[src/hw/rtl/b58enc_pkg.sv]
// b58enc_pkg: shared types, constants and helper functions of the base58 encoder
// used by the controller, the datapath and the top level; no dependencies
`default_nettype none

package b58enc_pkg;

  // ascii code of the zero digit, also emitted once per leading zero byte
  localparam logic [6:0] ZERO_SYMBOL = 7'h31;

  // number base and reciprocal of 58 scaled by 2^20 (exact for dividends below 2^14)
  localparam int unsigned BASE        = 58;
  localparam int unsigned RECIP_SHIFT = 20;
  localparam logic [14:0] RECIP       = 15'd18079;

  // alphabet, first character in the top byte
  localparam logic [58*8-1:0] ALPHABET =
    "123456789ABCDEFGHJKLMNPQRSTUVWXYZabcdefghijkmnopqrstuvwxyz";

  // controller states
  typedef enum logic [3:0] {
    S_COLLECT,
    S_SCAN_RD,
    S_SCAN_CHK,
    S_PASS_INIT,
    S_DIV_RD,
    S_DIV_CALC,
    S_EMIT_Z,
    S_DIG_RD,
    S_DIG_LD
  } state_e;

  // commands from controller to datapath
  typedef struct packed {
    logic in_en;      // input channel ready
    logic clr;        // clear message counters
    logic k_zero;     // byte index to zero
    logic k_inc;      // byte index up by one
    logic byte_rd;    // read byte store at byte index
    logic set_zpc_k;  // leading zeros end at byte index
    logic set_zpc_n;  // message is all zero
    logic pass_init;  // start a division pass
    logic div_step;   // divide one byte of the pass
    logic pass_end;   // store the pass remainder as a digit
    logic emit_zero;  // load a zero symbol into the output register
    logic dig_init;   // load the digit countdown
    logic dig_rd;     // read the next digit, most significant first
    logic dig_ld;     // load the digit symbol into the output register
  } cmd_t;

  // status from datapath to controller
  typedef struct packed {
    logic in_last_fire; // last byte of a message accepted
    logic n_reached;    // byte index equals byte count
    logic byte_zero;    // read byte is zero
    logic start_done;   // nothing left to divide
    logic k_last;       // byte index is the last byte
    logic zeros_done;   // all zero symbols emitted
    logic no_digits;    // digit count is zero
    logic out_free;     // output register can take a beat
    logic d_one;        // one digit left to emit
  } st_t;

  // quotient and remainder of one long division step
  typedef struct packed {
    logic [7:0] q;
    logic [5:0] r;
  } div_t;

  // divide a dividend below 58*256 by 58
  function automatic div_t div58(input logic [13:0] acc);
    logic [28:0] prod;
    logic [13:0] q58;
    div_t        res;
    prod  = 29'(acc) * 29'(RECIP);
    res.q = prod[RECIP_SHIFT +: 8];
    q58   = (14'(res.q) << 6) - (14'(res.q) << 2) - (14'(res.q) << 1);
    res.r = 6'(acc - q58);
    return res;
  endfunction

  // map a digit to its ascii character
  function automatic logic [6:0] digit_symbol(input logic [5:0] d);
    logic [7:0]  ch;
    int unsigned pos;
    pos = (32'(d) < BASE) ? (BASE - 1 - 32'(d)) : (BASE - 1);
    ch  = ALPHABET[pos*8 +: 8];
    return ch[6:0];
  endfunction

endpackage

`default_nettype wire

[src/hw/rtl/b58enc_in_if.sv]
// b58enc_in_if: message byte channel with valid/ready handshake
// standalone, no package dependency
`default_nettype none

interface b58enc_in_if;
  logic       valid;
  logic       ready;
  logic [7:0] data_byte;
  logic       last_byte;

  modport source (output valid, data_byte, last_byte, input ready);
  modport sink   (input valid, data_byte, last_byte, output ready);
endinterface

`default_nettype wire

[src/hw/rtl/b58enc_out_if.sv]
// b58enc_out_if: encoded symbol channel with valid/ready handshake
// standalone, no package dependency
`default_nettype none

interface b58enc_out_if;
  logic       valid;
  logic       ready;
  logic [6:0] symbol;
  logic       last_symbol;

  modport source (output valid, symbol, last_symbol, input ready);
  modport sink   (input valid, symbol, last_symbol, output ready);
endinterface

`default_nettype wire

[src/hw/rtl/b58enc_ctrl.sv]
// b58enc_ctrl: sequencer for collect, zero scan, division passes and emission
// depends on b58enc_pkg
`default_nettype none

module b58enc_ctrl
  import b58enc_pkg::*;
(
  input  logic   clk_i,
  input  logic   rst_ni,
  input  st_t    st_i,
  output cmd_t   cmd_o
);

  state_e state_q, state_d;

  // state register
  always_ff @(posedge clk_i or negedge rst_ni) begin
    if (!rst_ni) begin
      state_q <= S_COLLECT;
    end else begin
      state_q <= state_d;
    end
  end

  // next state
  always_comb begin
    state_d = state_q;
    unique case (state_q)
      S_COLLECT: begin
        if (st_i.in_last_fire) state_d = S_SCAN_RD;
      end
      S_SCAN_RD: begin
        state_d = st_i.n_reached ? S_EMIT_Z : S_SCAN_CHK;
      end
      S_SCAN_CHK: begin
        state_d = st_i.byte_zero ? S_SCAN_RD : S_PASS_INIT;
      end
      S_PASS_INIT: begin
        state_d = st_i.start_done ? S_EMIT_Z : S_DIV_RD;
      end
      S_DIV_RD: begin
        state_d = S_DIV_CALC;
      end
      S_DIV_CALC: begin
        state_d = st_i.k_last ? S_PASS_INIT : S_DIV_RD;
      end
      S_EMIT_Z: begin
        if (st_i.zeros_done) state_d = st_i.no_digits ? S_COLLECT : S_DIG_RD;
      end
      S_DIG_RD: begin
        state_d = S_DIG_LD;
      end
      S_DIG_LD: begin
        if (st_i.out_free) state_d = st_i.d_one ? S_COLLECT : S_DIG_RD;
      end
      default: state_d = S_COLLECT;
    endcase
  end

  // command outputs
  always_comb begin
    cmd_o = '0;
    unique case (state_q)
      S_COLLECT: begin
        cmd_o.in_en  = 1'b1;
        cmd_o.k_zero = st_i.in_last_fire;
      end
      S_SCAN_RD: begin
        cmd_o.set_zpc_n = st_i.n_reached;
        cmd_o.byte_rd   = !st_i.n_reached;
      end
      S_SCAN_CHK: begin
        cmd_o.k_inc     = st_i.byte_zero;
        cmd_o.set_zpc_k = !st_i.byte_zero;
      end
      S_PASS_INIT: begin
        cmd_o.pass_init = !st_i.start_done;
      end
      S_DIV_RD: begin
        cmd_o.byte_rd = 1'b1;
      end
      S_DIV_CALC: begin
        cmd_o.div_step = 1'b1;
        cmd_o.pass_end = st_i.k_last;
      end
      S_EMIT_Z: begin
        if (st_i.zeros_done) begin
          cmd_o.clr      = st_i.no_digits;
          cmd_o.dig_init = !st_i.no_digits;
        end else begin
          cmd_o.emit_zero = st_i.out_free;
        end
      end
      S_DIG_RD: begin
        cmd_o.dig_rd = 1'b1;
      end
      S_DIG_LD: begin
        cmd_o.dig_ld = st_i.out_free;
        cmd_o.clr    = st_i.out_free && st_i.d_one;
      end
      default: cmd_o = '0;
    endcase
  end

endmodule

`default_nettype wire

[src/hw/rtl/b58enc_dp.sv]
// b58enc_dp: byte store, digit store, divide-by-58 unit, counters, output register
// depends on b58enc_pkg, b58enc_in_if and b58enc_out_if
`default_nettype none

module b58enc_dp
  import b58enc_pkg::*;
#(
  parameter int MAX_BYTES = 32
) (
  input  logic          clk_i,
  input  logic          rst_ni,
  input  cmd_t          cmd_i,
  output st_t           st_o,
  b58enc_in_if.sink     in_i,
  b58enc_out_if.source  out_o
);

  localparam int DIGIT_CAP = MAX_BYTES * 137 / 100 + 2;
  localparam int AW  = (MAX_BYTES > 1) ? $clog2(MAX_BYTES) : 1;
  localparam int CW  = $clog2(MAX_BYTES + 1);
  localparam int DAW = $clog2(DIGIT_CAP);
  localparam int DCW = $clog2(DIGIT_CAP + 1);

  // memories
  logic [7:0] byte_mem  [MAX_BYTES];
  logic [5:0] digit_mem [DIGIT_CAP];

  logic [7:0]     rd_q;
  logic [5:0]     dig_q;
  logic [CW-1:0]  bc_q, k_q, start_q, ns_q, zpc_q, e_q;
  logic [DCW-1:0] dc_q, d_q;
  logic [5:0]     rem_q;
  logic           lead_q;
  logic           out_valid_q, out_last_q;
  logic [6:0]     out_sym_q;

  logic           in_fire, bc_room, out_free;
  div_t           div_res;
  logic [CW-1:0]  k_inc_v, ns_next;
  logic [DCW-1:0] d_m1;

  assign in_i.ready = cmd_i.in_en;
  assign in_fire    = in_i.valid && cmd_i.in_en;
  assign bc_room    = bc_q < CW'(MAX_BYTES);
  assign out_free   = !out_valid_q || out_o.ready;

  // one long division step: remainder * 256 + byte, divided by 58
  assign div_res = div58({rem_q, rd_q});
  assign k_inc_v = k_q + 1'b1;
  assign ns_next = (lead_q && (div_res.q == 8'd0)) ? k_inc_v : ns_q;
  assign d_m1    = d_q - 1'b1;

  // status
  always_comb begin
    st_o.in_last_fire = in_fire && in_i.last_byte;
    st_o.n_reached    = (k_q == bc_q);
    st_o.byte_zero    = (rd_q == 8'd0);
    st_o.start_done   = (start_q == bc_q);
    st_o.k_last       = (k_inc_v == bc_q);
    st_o.zeros_done   = (e_q == zpc_q);
    st_o.no_digits    = (dc_q == '0);
    st_o.out_free     = out_free;
    st_o.d_one        = (d_q == DCW'(1));
  end

  // byte store, written on collect and rewritten by each division step
  always_ff @(posedge clk_i) begin
    if (in_fire && bc_room) begin
      byte_mem[bc_q[AW-1:0]] <= in_i.data_byte;
    end else if (cmd_i.div_step) begin
      byte_mem[k_q[AW-1:0]] <= div_res.q;
    end
    if (cmd_i.byte_rd) begin
      rd_q <= byte_mem[k_q[AW-1:0]];
    end
  end

  // digit store, least significant first
  always_ff @(posedge clk_i) begin
    if (cmd_i.pass_end && (dc_q < DCW'(DIGIT_CAP))) begin
      digit_mem[dc_q[DAW-1:0]] <= div_res.r;
    end
    if (cmd_i.dig_rd) begin
      dig_q <= digit_mem[d_m1[DAW-1:0]];
    end
  end

  // counters and pass state
  always_ff @(posedge clk_i or negedge rst_ni) begin
    if (!rst_ni) begin
      bc_q    <= '0;
      k_q     <= '0;
      start_q <= '0;
      ns_q    <= '0;
      zpc_q   <= '0;
      e_q     <= '0;
      dc_q    <= '0;
      d_q     <= '0;
      rem_q   <= '0;
      lead_q  <= 1'b0;
    end else begin
      if (cmd_i.clr) begin
        bc_q  <= '0;
        zpc_q <= '0;
        e_q   <= '0;
        dc_q  <= '0;
      end else begin
        if (in_fire && bc_room) bc_q <= bc_q + 1'b1;
        if (cmd_i.set_zpc_k) zpc_q <= k_q;
        if (cmd_i.set_zpc_n) zpc_q <= bc_q;
        if (cmd_i.emit_zero) e_q <= e_q + 1'b1;
        if (cmd_i.pass_end && (dc_q < DCW'(DIGIT_CAP))) dc_q <= dc_q + 1'b1;
      end

      // byte index
      priority if (cmd_i.k_zero) begin
        k_q <= '0;
      end else if (cmd_i.pass_init) begin
        k_q <= start_q;
      end else if (cmd_i.k_inc || cmd_i.div_step) begin
        k_q <= k_inc_v;
      end

      // first non-zero byte of the working number
      priority if (cmd_i.set_zpc_k) begin
        start_q <= k_q;
      end else if (cmd_i.set_zpc_n) begin
        start_q <= bc_q;
      end else if (cmd_i.pass_end) begin
        start_q <= ns_next;
      end

      // running remainder and leading quotient tracking
      if (cmd_i.pass_init) begin
        rem_q  <= '0;
        lead_q <= 1'b1;
        ns_q   <= start_q;
      end else if (cmd_i.div_step) begin
        rem_q  <= div_res.r;
        lead_q <= lead_q && (div_res.q == 8'd0);
        ns_q   <= ns_next;
      end

      // digit countdown
      if (cmd_i.dig_init) begin
        d_q <= dc_q;
      end else if (cmd_i.dig_ld) begin
        d_q <= d_m1;
      end
    end
  end

  // output register
  always_ff @(posedge clk_i or negedge rst_ni) begin
    if (!rst_ni) begin
      out_valid_q <= 1'b0;
    end else if (cmd_i.emit_zero || cmd_i.dig_ld) begin
      out_valid_q <= 1'b1;
    end else if (out_o.ready) begin
      out_valid_q <= 1'b0;
    end
  end

  always_ff @(posedge clk_i) begin
    if (cmd_i.emit_zero) begin
      out_sym_q  <= ZERO_SYMBOL;
      out_last_q <= ((e_q + 1'b1) == zpc_q) && (dc_q == '0);
    end else if (cmd_i.dig_ld) begin
      out_sym_q  <= digit_symbol(dig_q);
      out_last_q <= (d_q == DCW'(1));
    end
  end

  assign out_o.valid       = out_valid_q;
  assign out_o.symbol      = out_sym_q;
  assign out_o.last_symbol = out_last_q;

`ifndef ASSERT_OFF
  a_bc_max: assert property (@(posedge clk_i) disable iff (!rst_ni)
    bc_q <= CW'(MAX_BYTES))
    else $error("byte count beyond store depth");

  a_zpc_le_bc: assert property (@(posedge clk_i) disable iff (!rst_ni)
    zpc_q <= bc_q)
    else $error("leading zero count beyond byte count");

  a_dc_max: assert property (@(posedge clk_i) disable iff (!rst_ni)
    dc_q <= DCW'(DIGIT_CAP))
    else $error("digit count beyond digit store depth");

  a_load_free: assert property (@(posedge clk_i) disable iff (!rst_ni)
    (cmd_i.emit_zero || cmd_i.dig_ld) |-> out_free)
    else $error("output register loaded while a beat is pending");

  a_no_accept_busy: assert property (@(posedge clk_i) disable iff (!rst_ni)
    (cmd_i.div_step || cmd_i.byte_rd || cmd_i.dig_rd) |-> !in_fire)
    else $error("byte accepted during conversion");
`endif

endmodule

`default_nettype wire

[src/hw/rtl/base58_encoder_core.sv]
// base58_encoder_core: top level of the base58 encoder (bitcoin alphabet)
// depends on b58enc_pkg, b58enc_in_if, b58enc_out_if, b58enc_ctrl, b58enc_dp
//
// channel  dir  payload                     meaning
// msg_i    in   data_byte[7:0], last_byte   message bytes, most significant first
// sym_o    out  symbol[6:0], last_symbol    ascii symbols, most significant first
//
// bytes are taken one per cycle while collecting; after the last byte the block is busy
// zero scan: a read state and a check state per leading zero byte; each division pass:
// an init state, then a read and a divide state per byte still non-zero, on one store port
// emission: leading '1's, then a read and a load state per digit (digit store read latency)
// output stalls hold the sequencer; reset clears counters, stores need no clearing pass
`default_nettype none

module base58_encoder_core
  import b58enc_pkg::*;
#(
  parameter int MAX_BYTES = 32
) (
  input  logic          clk_i,
  input  logic          rst_ni,
  b58enc_in_if.sink     msg_i,
  b58enc_out_if.source  sym_o
);

  cmd_t cmd;
  st_t  st;

  // sequencer
  b58enc_ctrl u_ctrl (
    .clk_i  (clk_i),
    .rst_ni (rst_ni),
    .st_i   (st),
    .cmd_o  (cmd)
  );

  // stores, divider and output register
  b58enc_dp #(
    .MAX_BYTES (MAX_BYTES)
  ) u_dp (
    .clk_i  (clk_i),
    .rst_ni (rst_ni),
    .cmd_i  (cmd),
    .st_o   (st),
    .in_i   (msg_i),
    .out_o  (sym_o)
  );

endmodule

`default_nettype wire
[src/flat_wrapper.sv]
// flat-port wrapper written by rule: the top's interface ports become plain ports
module base58_encoder_core_flat import b58enc_pkg::*;
#(
  parameter int MAX_BYTES = 32
)
  (clk_i, rst_ni, msg_i_valid, msg_i_data_byte, msg_i_last_byte, msg_i_ready, sym_o_valid, sym_o_symbol, sym_o_last_symbol, sym_o_ready);
  b58enc_in_if msg_i_i ();
  b58enc_out_if sym_o_i ();
  input  logic clk_i;
  input  logic rst_ni;
  input wire logic [$bits(msg_i_i.valid)-1:0] msg_i_valid;
  input wire logic [$bits(msg_i_i.data_byte)-1:0] msg_i_data_byte;
  input wire logic [$bits(msg_i_i.last_byte)-1:0] msg_i_last_byte;
  output wire logic [$bits(msg_i_i.ready)-1:0] msg_i_ready;
  output wire logic [$bits(sym_o_i.valid)-1:0] sym_o_valid;
  output wire logic [$bits(sym_o_i.symbol)-1:0] sym_o_symbol;
  output wire logic [$bits(sym_o_i.last_symbol)-1:0] sym_o_last_symbol;
  input wire logic [$bits(sym_o_i.ready)-1:0] sym_o_ready;
  assign msg_i_i.valid = msg_i_valid;
  assign msg_i_i.data_byte = msg_i_data_byte;
  assign msg_i_i.last_byte = msg_i_last_byte;
  assign msg_i_ready = msg_i_i.ready;
  assign sym_o_valid = sym_o_i.valid;
  assign sym_o_symbol = sym_o_i.symbol;
  assign sym_o_last_symbol = sym_o_i.last_symbol;
  assign sym_o_i.ready = sym_o_ready;
  base58_encoder_core #(.MAX_BYTES(MAX_BYTES)) u_core (.clk_i(clk_i), .rst_ni(rst_ni), .msg_i(msg_i_i), .sym_o(sym_o_i));
endmodule
[config.mk]
export PLATFORM = sky130hd
export DESIGN_NAME = base58_encoder_core_flat
export DESIGN_NICKNAME = d
export VERILOG_FILES = /design/src/hw/rtl/b58enc_pkg.sv /design/src/hw/rtl/b58enc_in_if.sv /design/src/hw/rtl/b58enc_out_if.sv /design/src/hw/rtl/b58enc_ctrl.sv /design/src/hw/rtl/b58enc_dp.sv /design/src/hw/rtl/base58_encoder_core.sv /design/src/flat_wrapper.sv
export SDC_FILE = /design/constraint.sdc
export NUM_CORES = 1
export LEC_CHECK = 0
export BUFFER_PORTS_ARGS = -buffer_cell sky130_fd_sc_hd__buf_2
export CELL_PAD_IN_SITES_DETAIL_PLACEMENT = 2
export CELL_PAD_IN_SITES_GLOBAL_PLACEMENT = 2
export CORE_MARGIN = 4
export CORE_UTILIZATION = 35
export CTS_CLUSTER_SIZE = 8
export DETAILED_ROUTE_END_ITERATION = 7
export GPL_TIMING_DRIVEN = 0
export PLACE_DENSITY_LB_ADDON = 0.1
export SKIP_LAST_GASP = 1
export SLEW_MARGIN = 20
export SYNTH_ARGS = -nofsm -noshare
export SYNTH_HDL_FRONTEND = slang
export SYNTH_HIERARCHICAL = 1
export SYNTH_SLANG_ARGS = --single-unit
[constraint.sdc]
create_clock -name clk_i -period 6.9 [get_ports clk_i]
set_input_delay 0.345 -clock clk_i [delete_from_list [all_inputs] [get_ports clk_i]]
set_output_delay 0.345 -clock clk_i [all_outputs]
set_load 0.02 [all_outputs]
Yosys cells after proc, flatten, opt, wreduce, memory -nomap -nowiden

Memory sizes are Yosys's and may differ from the RTL's. A register that Yosys moved wholly into a read port is not among the register bits.
Cells that the tools add are included.

$add $sub $neg: 9
$mul: 1
$lt $le $gt $ge: 3
Equal/unequal tests: 17
Shift-type cells: 1
Muxes and demuxes: 64
Reduce and logical (&&, ||, !) cells: 31

Operators by type and width:

| kind                                                         | number |
|---|---|
| variable part select 464 x 33 -> 7 bit, first input constant | 1 |
| two-way mux 6 bit                                            | 22 |
| case mux 4 bit (9 select lines)                              | 1 |
| == test 6 bit                                                | 5 |
| two-way mux 29 bit                                           | 1 |
| multiplier 14 x 15 -> 28 bit, second input constant          | 1 |
| two-way mux 1 bit                                            | 25 |
| adder 6 x 1 -> 6 bit, second input constant                  | 4 |
| less-than comparator 6 bit, second input constant            | 3 |
| == test 4 x 3 -> 1 bit, second input constant                | 4 |
| zero test 8 bit                                              | 2 |
| nonzero test 2 bit                                           | 7 |
| two-way mux 3 bit                                            | 4 |
| two-way mux 4 bit                                            | 3 |
| subtractor 6 bit                                             | 2 |
| nonzero test 3 bit                                           | 3 |
| == test 4 x 2 -> 1 bit, second input constant                | 2 |
| two-way mux 2 bit                                            | 4 |
| two-way mux 8 bit                                            | 1 |
| OR reduction 8 bit                                           | 1 |
| logical AND 1 bit                                            | 7 |
| subtractor 6 x 6 -> 7 bit, first input constant              | 1 |
| == test 6 x 1 -> 1 bit, second input constant                | 1 |
| zero test 6 bit                                              | 1 |
| other kinds (12)                                             | 20 |

Flip-flop bits (word level): 68
RAM bits: 526
Output and inout bits: 10
Word-level logic and storage cells: 142
Memories: 2

Memory list:

| memory                | depth | width | rd ports | clocked after Yosys merged registers in | write ports | RTL line        | text |
|---|---|---|---|---|---|---|---|
| u_core.u_dp.digit_mem | 45    | 6     | 1        | 1                                       | 1           | b58enc_dp.sv:26 | `logic [5:0] digit_mem [DIGIT_CAP];` |
| u_core.u_dp.byte_mem  | 32    | 8     | 1        | 1                                       | 1           | b58enc_dp.sv:25 | `logic [7:0] byte_mem [MAX_BYTES];` |

Logic depth before layout (Yosys ltp)

Gate-level depths: netlist of run 1.

Word-level depth: 8
Depth in mapped cells: 26

Hierarchy

The synthesis of run 1 kept the hierarchy.

By module, submodules not included:

| module      | times used | cells an instance | area an instance (um^2) |
|---|---|---|---|
| b58enc_dp   | 1          | 1859              | 29339.4 |
| b58enc_ctrl | 1          | 57                | 432.9 |

Least setup slack after synthesis of run 1

OpenSTA, ideal clock, no wires.

Path kind: flip-flop to flip-flop
Start point: reg u_core.u_dp.rem_q[3]
End point: mem u_core.u_dp.digit_mem[0][4] (data pin)
Setup time: 0.467 ns
Data arrival time: 7.100 ns
Data required time: 6.433 ns
Slack: -0.667 ns
Stages on the path, launching flop included: 22
Path buffers: 0
Path through: dfrtp_1 fa_1 xor2_1 ha_1 inv_1 fa_1 inv_1 fa_1 fa_1 fa_1 ha_1 nand4_1 a2111oi_0 o21ai_0 nand3_1 xnor2_1 fa_1 inv_1 ha_1 inv_1 fa_1 xnor2_1

RTL lines:

| what                     | RTL line         | text |
|---|---|---|
| start: declaration       | b58enc_dp.sv:32  | `logic [5:0] rem_q;` |
| start signal: assignment | b58enc_dp.sv:139 | `rem_q <= div_res.r;` |
| end: declaration         | b58enc_dp.sv:26  |  |

Worst setup path after layout of run 1

Start point: reg u_core.u_dp.rd_q[7], read port of u_core.u_dp.byte_mem
End point: mem u_core.u_dp.digit_mem[27][5] (data pin)

Cells in the longest elaborated chain, start to end: 4

Ends and longest elaborated chain:

| what                           | RTL line         | text |
|---|---|---|
| start: declaration             | b58enc_dp.sv:28  | `logic [7:0] rd_q;` |
| multiplier 14 x 15 -> 28 bit * | b58enc_pkg.sv:74 | `prod = 29'(acc) * 29'(RECIP);` |
| subtractor 1 x 6 -> 6 bit      | b58enc_pkg.sv:76 | `q58 = (14'(res.q) << 6) - (14'(res.q) << 2) - (14'(res.q) << 1);` |
| subtractor 6 bit *             | b58enc_pkg.sv:76 |  |
| subtractor 6 bit *             | b58enc_pkg.sv:77 | `res.r = 6'(acc - q58);` |

Mark *: on every way between the ends. The rest lies on a longest branch, timed or not.

==> results of run 1 <==
-- worst max-delay path: stages (launching register included) --
cell        delay, ns
edfxtp_1         0.55
fa_2             0.63
ha_2             0.18
inv_1            0.05
fa_1             0.46
fa_1             0.54
inv_1            0.05
fa_1             0.47
fa_1             0.56
ha_4             0.23
a21oi_4          0.16
o21ai_1          0.10
a22oi_2          0.39
a31oi_2          0.18
or3_4            0.36
and2_4           0.18
fa_1             0.54
ha_4             0.22
a21oi_4          0.16
xnor2_2          0.15
xnor2_2          0.31
xor2_4           0.19
buf_12           0.17
clkinvlp_4       0.13
buf_8            0.16
-- cells in the final DEF (no fill, tap or decap), drive strengths merged, types with 6 or more instances in the layout --
cell and instances:
a211oi 10, a21o 14, a21oi 55, a22oi 6, a311oi 8, a31oi 15, and2 10, buf 126
clkbuf 176, clkinv 11, dfrtp 60, dfxtp 7, edfxtp 541, fa 64, ha 138, inv 136
mux2 10, mux2i 27, mux4 164, nand2 78, nand2b 21, nand3 26, nand4 16, nor2 157
nor3 26, nor4 7, o211ai 6, o21ai 59, o221ai 7, or2 10, or3 8, xnor2 42
xor2 25
-- worst min path at each step --
stage,start,to,cells past startpoint
after floorplan,rst_ni,u_core/u_ctrl/state_q[0],0
after global placement,u_core/u_dp/out_o.symbol[1],u_core/u_dp/out_o.symbol[1],2
after detailed placement,rst_ni,u_core/u_dp/e_q[3],1
after CTS,msg_i_data_byte[0],u_core/u_dp/byte_mem[0][0],3
after global routing,msg_i_data_byte[0],u_core/u_dp/byte_mem[0][0],3
final,msg_i_data_byte[0],u_core/u_dp/byte_mem[0][0],3
-- Yosys cell counts, types with 27 or more instances --
library cell and instances:
inv_1 136, fa_1 64, mux4_2 164, nor2_1 157, edfxtp_1 541, clkbuf_1 64
mux2i_1 27, o21ai_0 53, xnor2_1 42, ha_1 138, a21oi_1 54, nand2_1 78
dfrtp_1 60
-- cells by family (layout without fill, tap and decap cells) --
group | after synthesis | count (layout)
flops | 608 | 608
simple gates | 390 | 390
buf+inv | 229 | 456
compound gates | 219 | 219
fa+ha+maj | 202 | 202
mux | 201 | 201
xor+xnor | 67 | 67
-- timing repair --
item | CTS | global route
buffers inserted | 33 | 25
gates resized for setup | 37 | 34
pin swaps | 14 | 18
hold buffers | 2 | 0
endpoints found under the hold margin | 61 | 0
endpoints found under the setup margin | 182 | 150
gates cloned | 3 | 6
-- flip-flops by register name, indices dropped and copies added (netlist names), 4 cells and up --
| signal | flops |
|---|---|
| u_core/u_dp/digit_mem | 270 |
| u_core/u_dp/byte_mem | 256 |
| u_core/u_dp/rd_q | 8 |
| u_core/u_dp/out_o.symbol | 7 |
| u_core/u_dp/bc_q | 6 |
| u_core/u_dp/d_q | 6 |
| u_core/u_dp/dc_q | 6 |
| u_core/u_dp/dig_q | 6 |
| u_core/u_dp/e_q | 6 |
| u_core/u_dp/k_q | 6 |
| u_core/u_dp/ns_q | 6 |
| u_core/u_dp/rem_q | 6 |
| u_core/u_dp/start_q | 6 |
| u_core/u_dp/zpc_q | 6 |
| u_core/u_ctrl/state_q | 4 |
-- cell type report --
type | instances | share of cell area [%]
Timing Repair inverter | 4 | 0.110
Inverter | 136 | 1.51
Clock inverter | 12 | 0.554
Multi-Input combinational cell | 1079 | 32.3
Timing Repair Buffer | 104 | 3.18
Clock buffer | 107 | 6.39
Tap cell | 1134 | 4.03
Sequential cell | 608 | 50.8
Buffer | 93 | 1.14
-- metal layers --
| layer | wire, um | up-vias |
|---|---|---|
| met2 | 41800 | 329 |
| met4 | 1410 | 2 |
| met1 | 40700 | 9464 |
| met5 | 13 | - |
| met3 | 3710 | 100 |
| li1 | - | 7668 |
-- stage by stage --
step	setup slack, ns	hold slack [ns]	util (%)	std cells	cell area (sq um)
floorplan	-0.0347	0.0494	-	1916	29800
global placement	-2.14	0.459	37.4	3072	31400
detailed placement	-1.89	0.233	37.9	3090	31900
CTS	-0.446	0.0743	41.5	3247	34800
global route	-0.726	0.108	42.0	3277	35200
finish	-0.528	0.110	42.0	3277	35200
==> results.toml, run 1 <==
[outcome]
outcome = "complete, but fails checks"
violations = "setup timing"

[sta]
clock_skew_ns = 0.0301
hold_viol = 0
rsz0062_at_grt = "yes"
slew_headroom_pct = 22.9
fmax_mhz = 135
tns_ns = -25.43
worst_pin_slew_ns = 1.15
min_period_ns = 7.43
post-route-worst-setup-slack_ns = -0.528
setup_viol = 77
finalCritPeriodShare_pct = 108
finalMaxSlewViolations = 0

[synthesis]
yosys_most_used_dff = "edfxtp_1"
synth_compound_area_share_pct = 4.81
synth_top_family_by_area = "multiplexers"
synth_area_per_cell_sq_um = 15.5
syn_area_sq_um = 29800
synth_adder_area_share_pct = 10.1
synth-edff-count = 541
ys_top_cells_by_area = "edfxtp_1 (55%), mux4_2 (12%), ha_1 (5.8%), dfrtp_1 (5.0%), fa_1 (4.3%)"
synth_top_area_share_pct = 54.6
muxShareOfSynthArea_pct = 13.7
yosys.area_share.simple_pct = 6.29
synthCells = 1916
ys_warn_count = 6
synth_nets = 2131
ys_ff_latch = 608
ys_seq_area_share_pct = 60.1
synth-async-reset-ratio_pct = 9.87
synth_xor_area_share_pct = 1.97
synth.distinct_cells = 81
synth_top_area_cell = "edfxtp_1"

[final_layout]
nets = 2328
post_route_cells_drive_above_1_share_pct = 22.5
diodes = 0
area_growth_pct = 18.4
ff_latch_area_sq_um = 17900
nFillCells = 8076
multi_input_area_sq_um = 11400

[worst_setup_path]
worstPathMaxFanout = 8
required_ns = 7.28
start_kind = "register"
regToRegSetupSlack_ns = -0.53
cp-startpoint = "u_core/u_dp/rd_q[7]"
timing.setup.critical_path_class = "reg -> reg"
reg2reg_from = "u_core/u_dp/rd_q[7]"
worstPathArrival_ns = 7.81
reg2regPathDepth = 24
critPathCapture = "u_core/u_dp/digit_mem[27][5]"
crit_path_end_kind = "register"
reg2reg_to = "u_core/u_dp/digit_mem[27][5]"

[global_route]
grt_pass1_vias = 19173
grt_use_met3_pct = 2.84
grt_overflow = 0
grtUsageMet2_pct = 31.0
grt_max_degree = 49
grt_busiest_layer = "met2"
globalRouteMet1Util_pct = 28.2
grt_usage_pct = 19.4
grt_antenna_before_repair = 2
grt_pass1_wl_um = 130000

[cts]
cts_sinks = 608
cts_root_buffer = "clkbuf_16"
cts_buffers = 87
clk_pin_slew_ns = 0.05
htree_levels = 3
clock_latency_ns = 0.65
clk_path_buf_depth = 3
cts_tree = "yes"

[drt]
via_count = 17563
drcViolationCount = 0
totalWireLength_um = 87600
dr.first_iter.drc_count = 1359
firstDrtPassIters = 5
wl_per_cell_um = 26.7
ant_nets = 0
via_per_inst = 5.36

[run]
cap_violations = 0

[worst_hold_path]
hold_class = "in -> reg"

[placement]
io_buffer_count = 22
hpwl_um = 60900
gp_congestion = 0.775

[floorplan]
rows = 106
core_sq_um = 84000
die-area_sq_um = 89800
fp.dieW_um = 300
pin_count = 23
dieHeight_um = 300
initial_utilization_pct = 35.5
Power of run 1 is not shown: default switching activity piles up to over one toggle a cycle in this logic, so the estimate is an artifact.
==> run 2: changes to the inputs <==
--- a/config.mk
+++ b/config.mk
@@ -14,6 +14,7 @@
 export DETAILED_ROUTE_END_ITERATION = 7
 export GPL_TIMING_DRIVEN = 0
 export PLACE_DENSITY_LB_ADDON = 0.1
+export REMOVE_ABC_BUFFERS = 1
 export SKIP_LAST_GASP = 1
 export SLEW_MARGIN = 20
 export SYNTH_ARGS = -nofsm -noshare
==> results.toml, run 2 (synthesis gave the netlist of run 1 again) <==
[drt]
ant_nets = 0
drcViolationCount = 0
totalWireLength_um = 81800
via_count = 16950
firstDrtPassIters = 4
dr.first_iter.drc_count = 920
wl_per_cell_um = 25.7
via_per_inst = 5.32

[global_route]
grt_overflow = 0
grt_max_degree = 47
grt_usage_pct = 18.2
grt_antenna_before_repair = 1
grt_pass1_wl_um = 123000
grt_pass1_vias = 18556

[final_layout]
area_growth_pct = 17.0
nets = 2233
post_route_cells_drive_above_1_share_pct = 22.6
final_core_util_pct = 41.5
largest_reg_flops = 270
final_common_cell = "edfxtp_1"
final_cell_mix = "edfxtp_1 (541), mux4_2 (164), nor2_1 (157)"

[cts]
clk_pin_slew_ns = 0.05
cts_sinks = 608
htree_levels = 3
clk_path_buf_depth = 3
cts_tree = "yes"
cts_buffers = 86
cts_root_buffer = "clkbuf_16"
clock_latency_ns = 0.65

[sta]
finalMaxSlewViolations = 0
rsz0062_at_grt = "yes"
min_period_ns = 7.33
setup_viol = 122
slew_headroom_pct = 28.9
post-route-worst-setup-slack_ns = -0.433
clock_skew_ns = 0.0449
hold_viol = 0
fmax_mhz = 136
finalCritPeriodShare_pct = 106
worst_pin_slew_ns = 1.06

[worst_setup_path]
worstPathArrival_ns = 7.69
start_kind = "register"
worstPathMaxFanout = 45
cp-startpoint = "u_core/u_dp/rem_q[4]"
crit_path_end_kind = "register"
reg2reg_from = "u_core/u_dp/rem_q[4]"
timing.setup.critical_path_class = "reg -> reg"
required_ns = 7.26

[worst_hold_path]
min-delay-start = "msg_i_data_byte[5]"
hold_class = "in -> reg"

[floorplan]
fp.dieW_um = 300
rows = 106
die-area_sq_um = 89800
initial_utilization_pct = 35.5
pin_count = 23
dieHeight_um = 300
core_sq_um = 84000

[outcome]
outcome = "complete, but fails checks"
violations = "setup timing"

[placement]
io_buffer_count = 22
hpwl_um = 55700
gp_congestion = 0.757

[run]
cap_violations = 0
run 2: cell count changes in the layout (fill, tap and decap cells not counted), moves of 4 or more:
cell        before  now
buf_6           19    9
inv_1          128  132
clkbuf_1        84   25
buf_1           13    0
buf_2           28   24
clkinvlp_4       5    0
dfrtp_1         57   52
run 2: stage by stage:
step                setup WS (ns)  hold WS [ns]  area (sq um)  instances   TNS, ns
floorplan                  -0.667        0.0494         29400       1823    -31.99
global placement            -3.59         0.455         30900       2979  -1211.79
detailed placement          -1.64         0.282         31500       3010   -206.05
CTS                        -0.352        0.0663         34500       3166    -15.22
global route               -0.634         0.104         34800       3184    -46.35
finish                     -0.433        0.0974         34800       3185    -22.56
run 2: final timing paths:
check	end	depth (start not counted)	slack (ns)
max	u_core/u_dp/digit_mem[40][5]	23	-0.43
min	u_core/u_dp/byte_mem[28][5]	3	0.1
max reg2reg	u_core/u_dp/digit_mem[40][5]	23	-0.43
min reg2reg	u_core/u_dp/out_o.symbol[2]	2	0.47
max in group asynchronous	u_core/u_dp/start_q[2]	3	6.18
min in group asynchronous	u_core/u_dp/d_q[0]	2	0.17
run 2: layout make-up:
| cell class | instances | area, sq um |
|---|---|---|
| Sequential cell | 608 | 17900 |
| Multi-Input combinational cell | 1079 | 11400 |
| Timing Repair inverter | 2 | 32.5 |
| Clock buffer | 111 | 2250 |
| Antenna cell | 1 | 2.50 |
| Tap cell | 1134 | 1420 |
| Fill cell | 8041 | 49100 |
| Clock inverter | 9 | 206 |
| Timing Repair Buffer | 105 | 1100 |
| Inverter | 136 | 536 |
run 2: worst max-delay path, cell delays in order (launching register included):
cell	delay [ns]
dfrtp_2	0.42
fa_2	0.52
buf_4	0.16
fa_1	0.53
fa_2	0.46
fa_1	0.41
fa_1	0.60
fa_2	0.48
ha_4	0.30
nand4_1	0.20
nor3_2	0.24
a22oi_2	0.19
buf_4	0.19
a31o_4	0.23
o31a_4	0.13
fa_1	0.50
ha_1	0.31
a21o_1	0.20
a21oi_2	0.15
xnor2_1	0.11
xnor2_1	0.27
xor2_2	0.17
buf_6	0.16
inv_12	0.08
run 2: what timing repair did:
| item | 4_1_cts | 5_1_grt |
|---|---|---|
| hold endpoints to repair | 60 | 0 |
| gates cloned | 0 | 3 |
| setup endpoints to repair | 275 | 150 |
| buffers inserted | 35 | 16 |
| hold buffers | 1 | 0 |
| pin swaps | 15 | 17 |
| gates resized for setup | 37 | 36 |
run 2: per-layer routing:
metal	global-route usage [%]	vias to the layer above	routed length (um)
met4	3.98	0	1440
met5	0	-	0
li1	-	7496	-
met2	29.0	255	38800
met3	2.72	86	2620
met1	26.5	9113	39000
Power of run 2 is left out for the same reason.
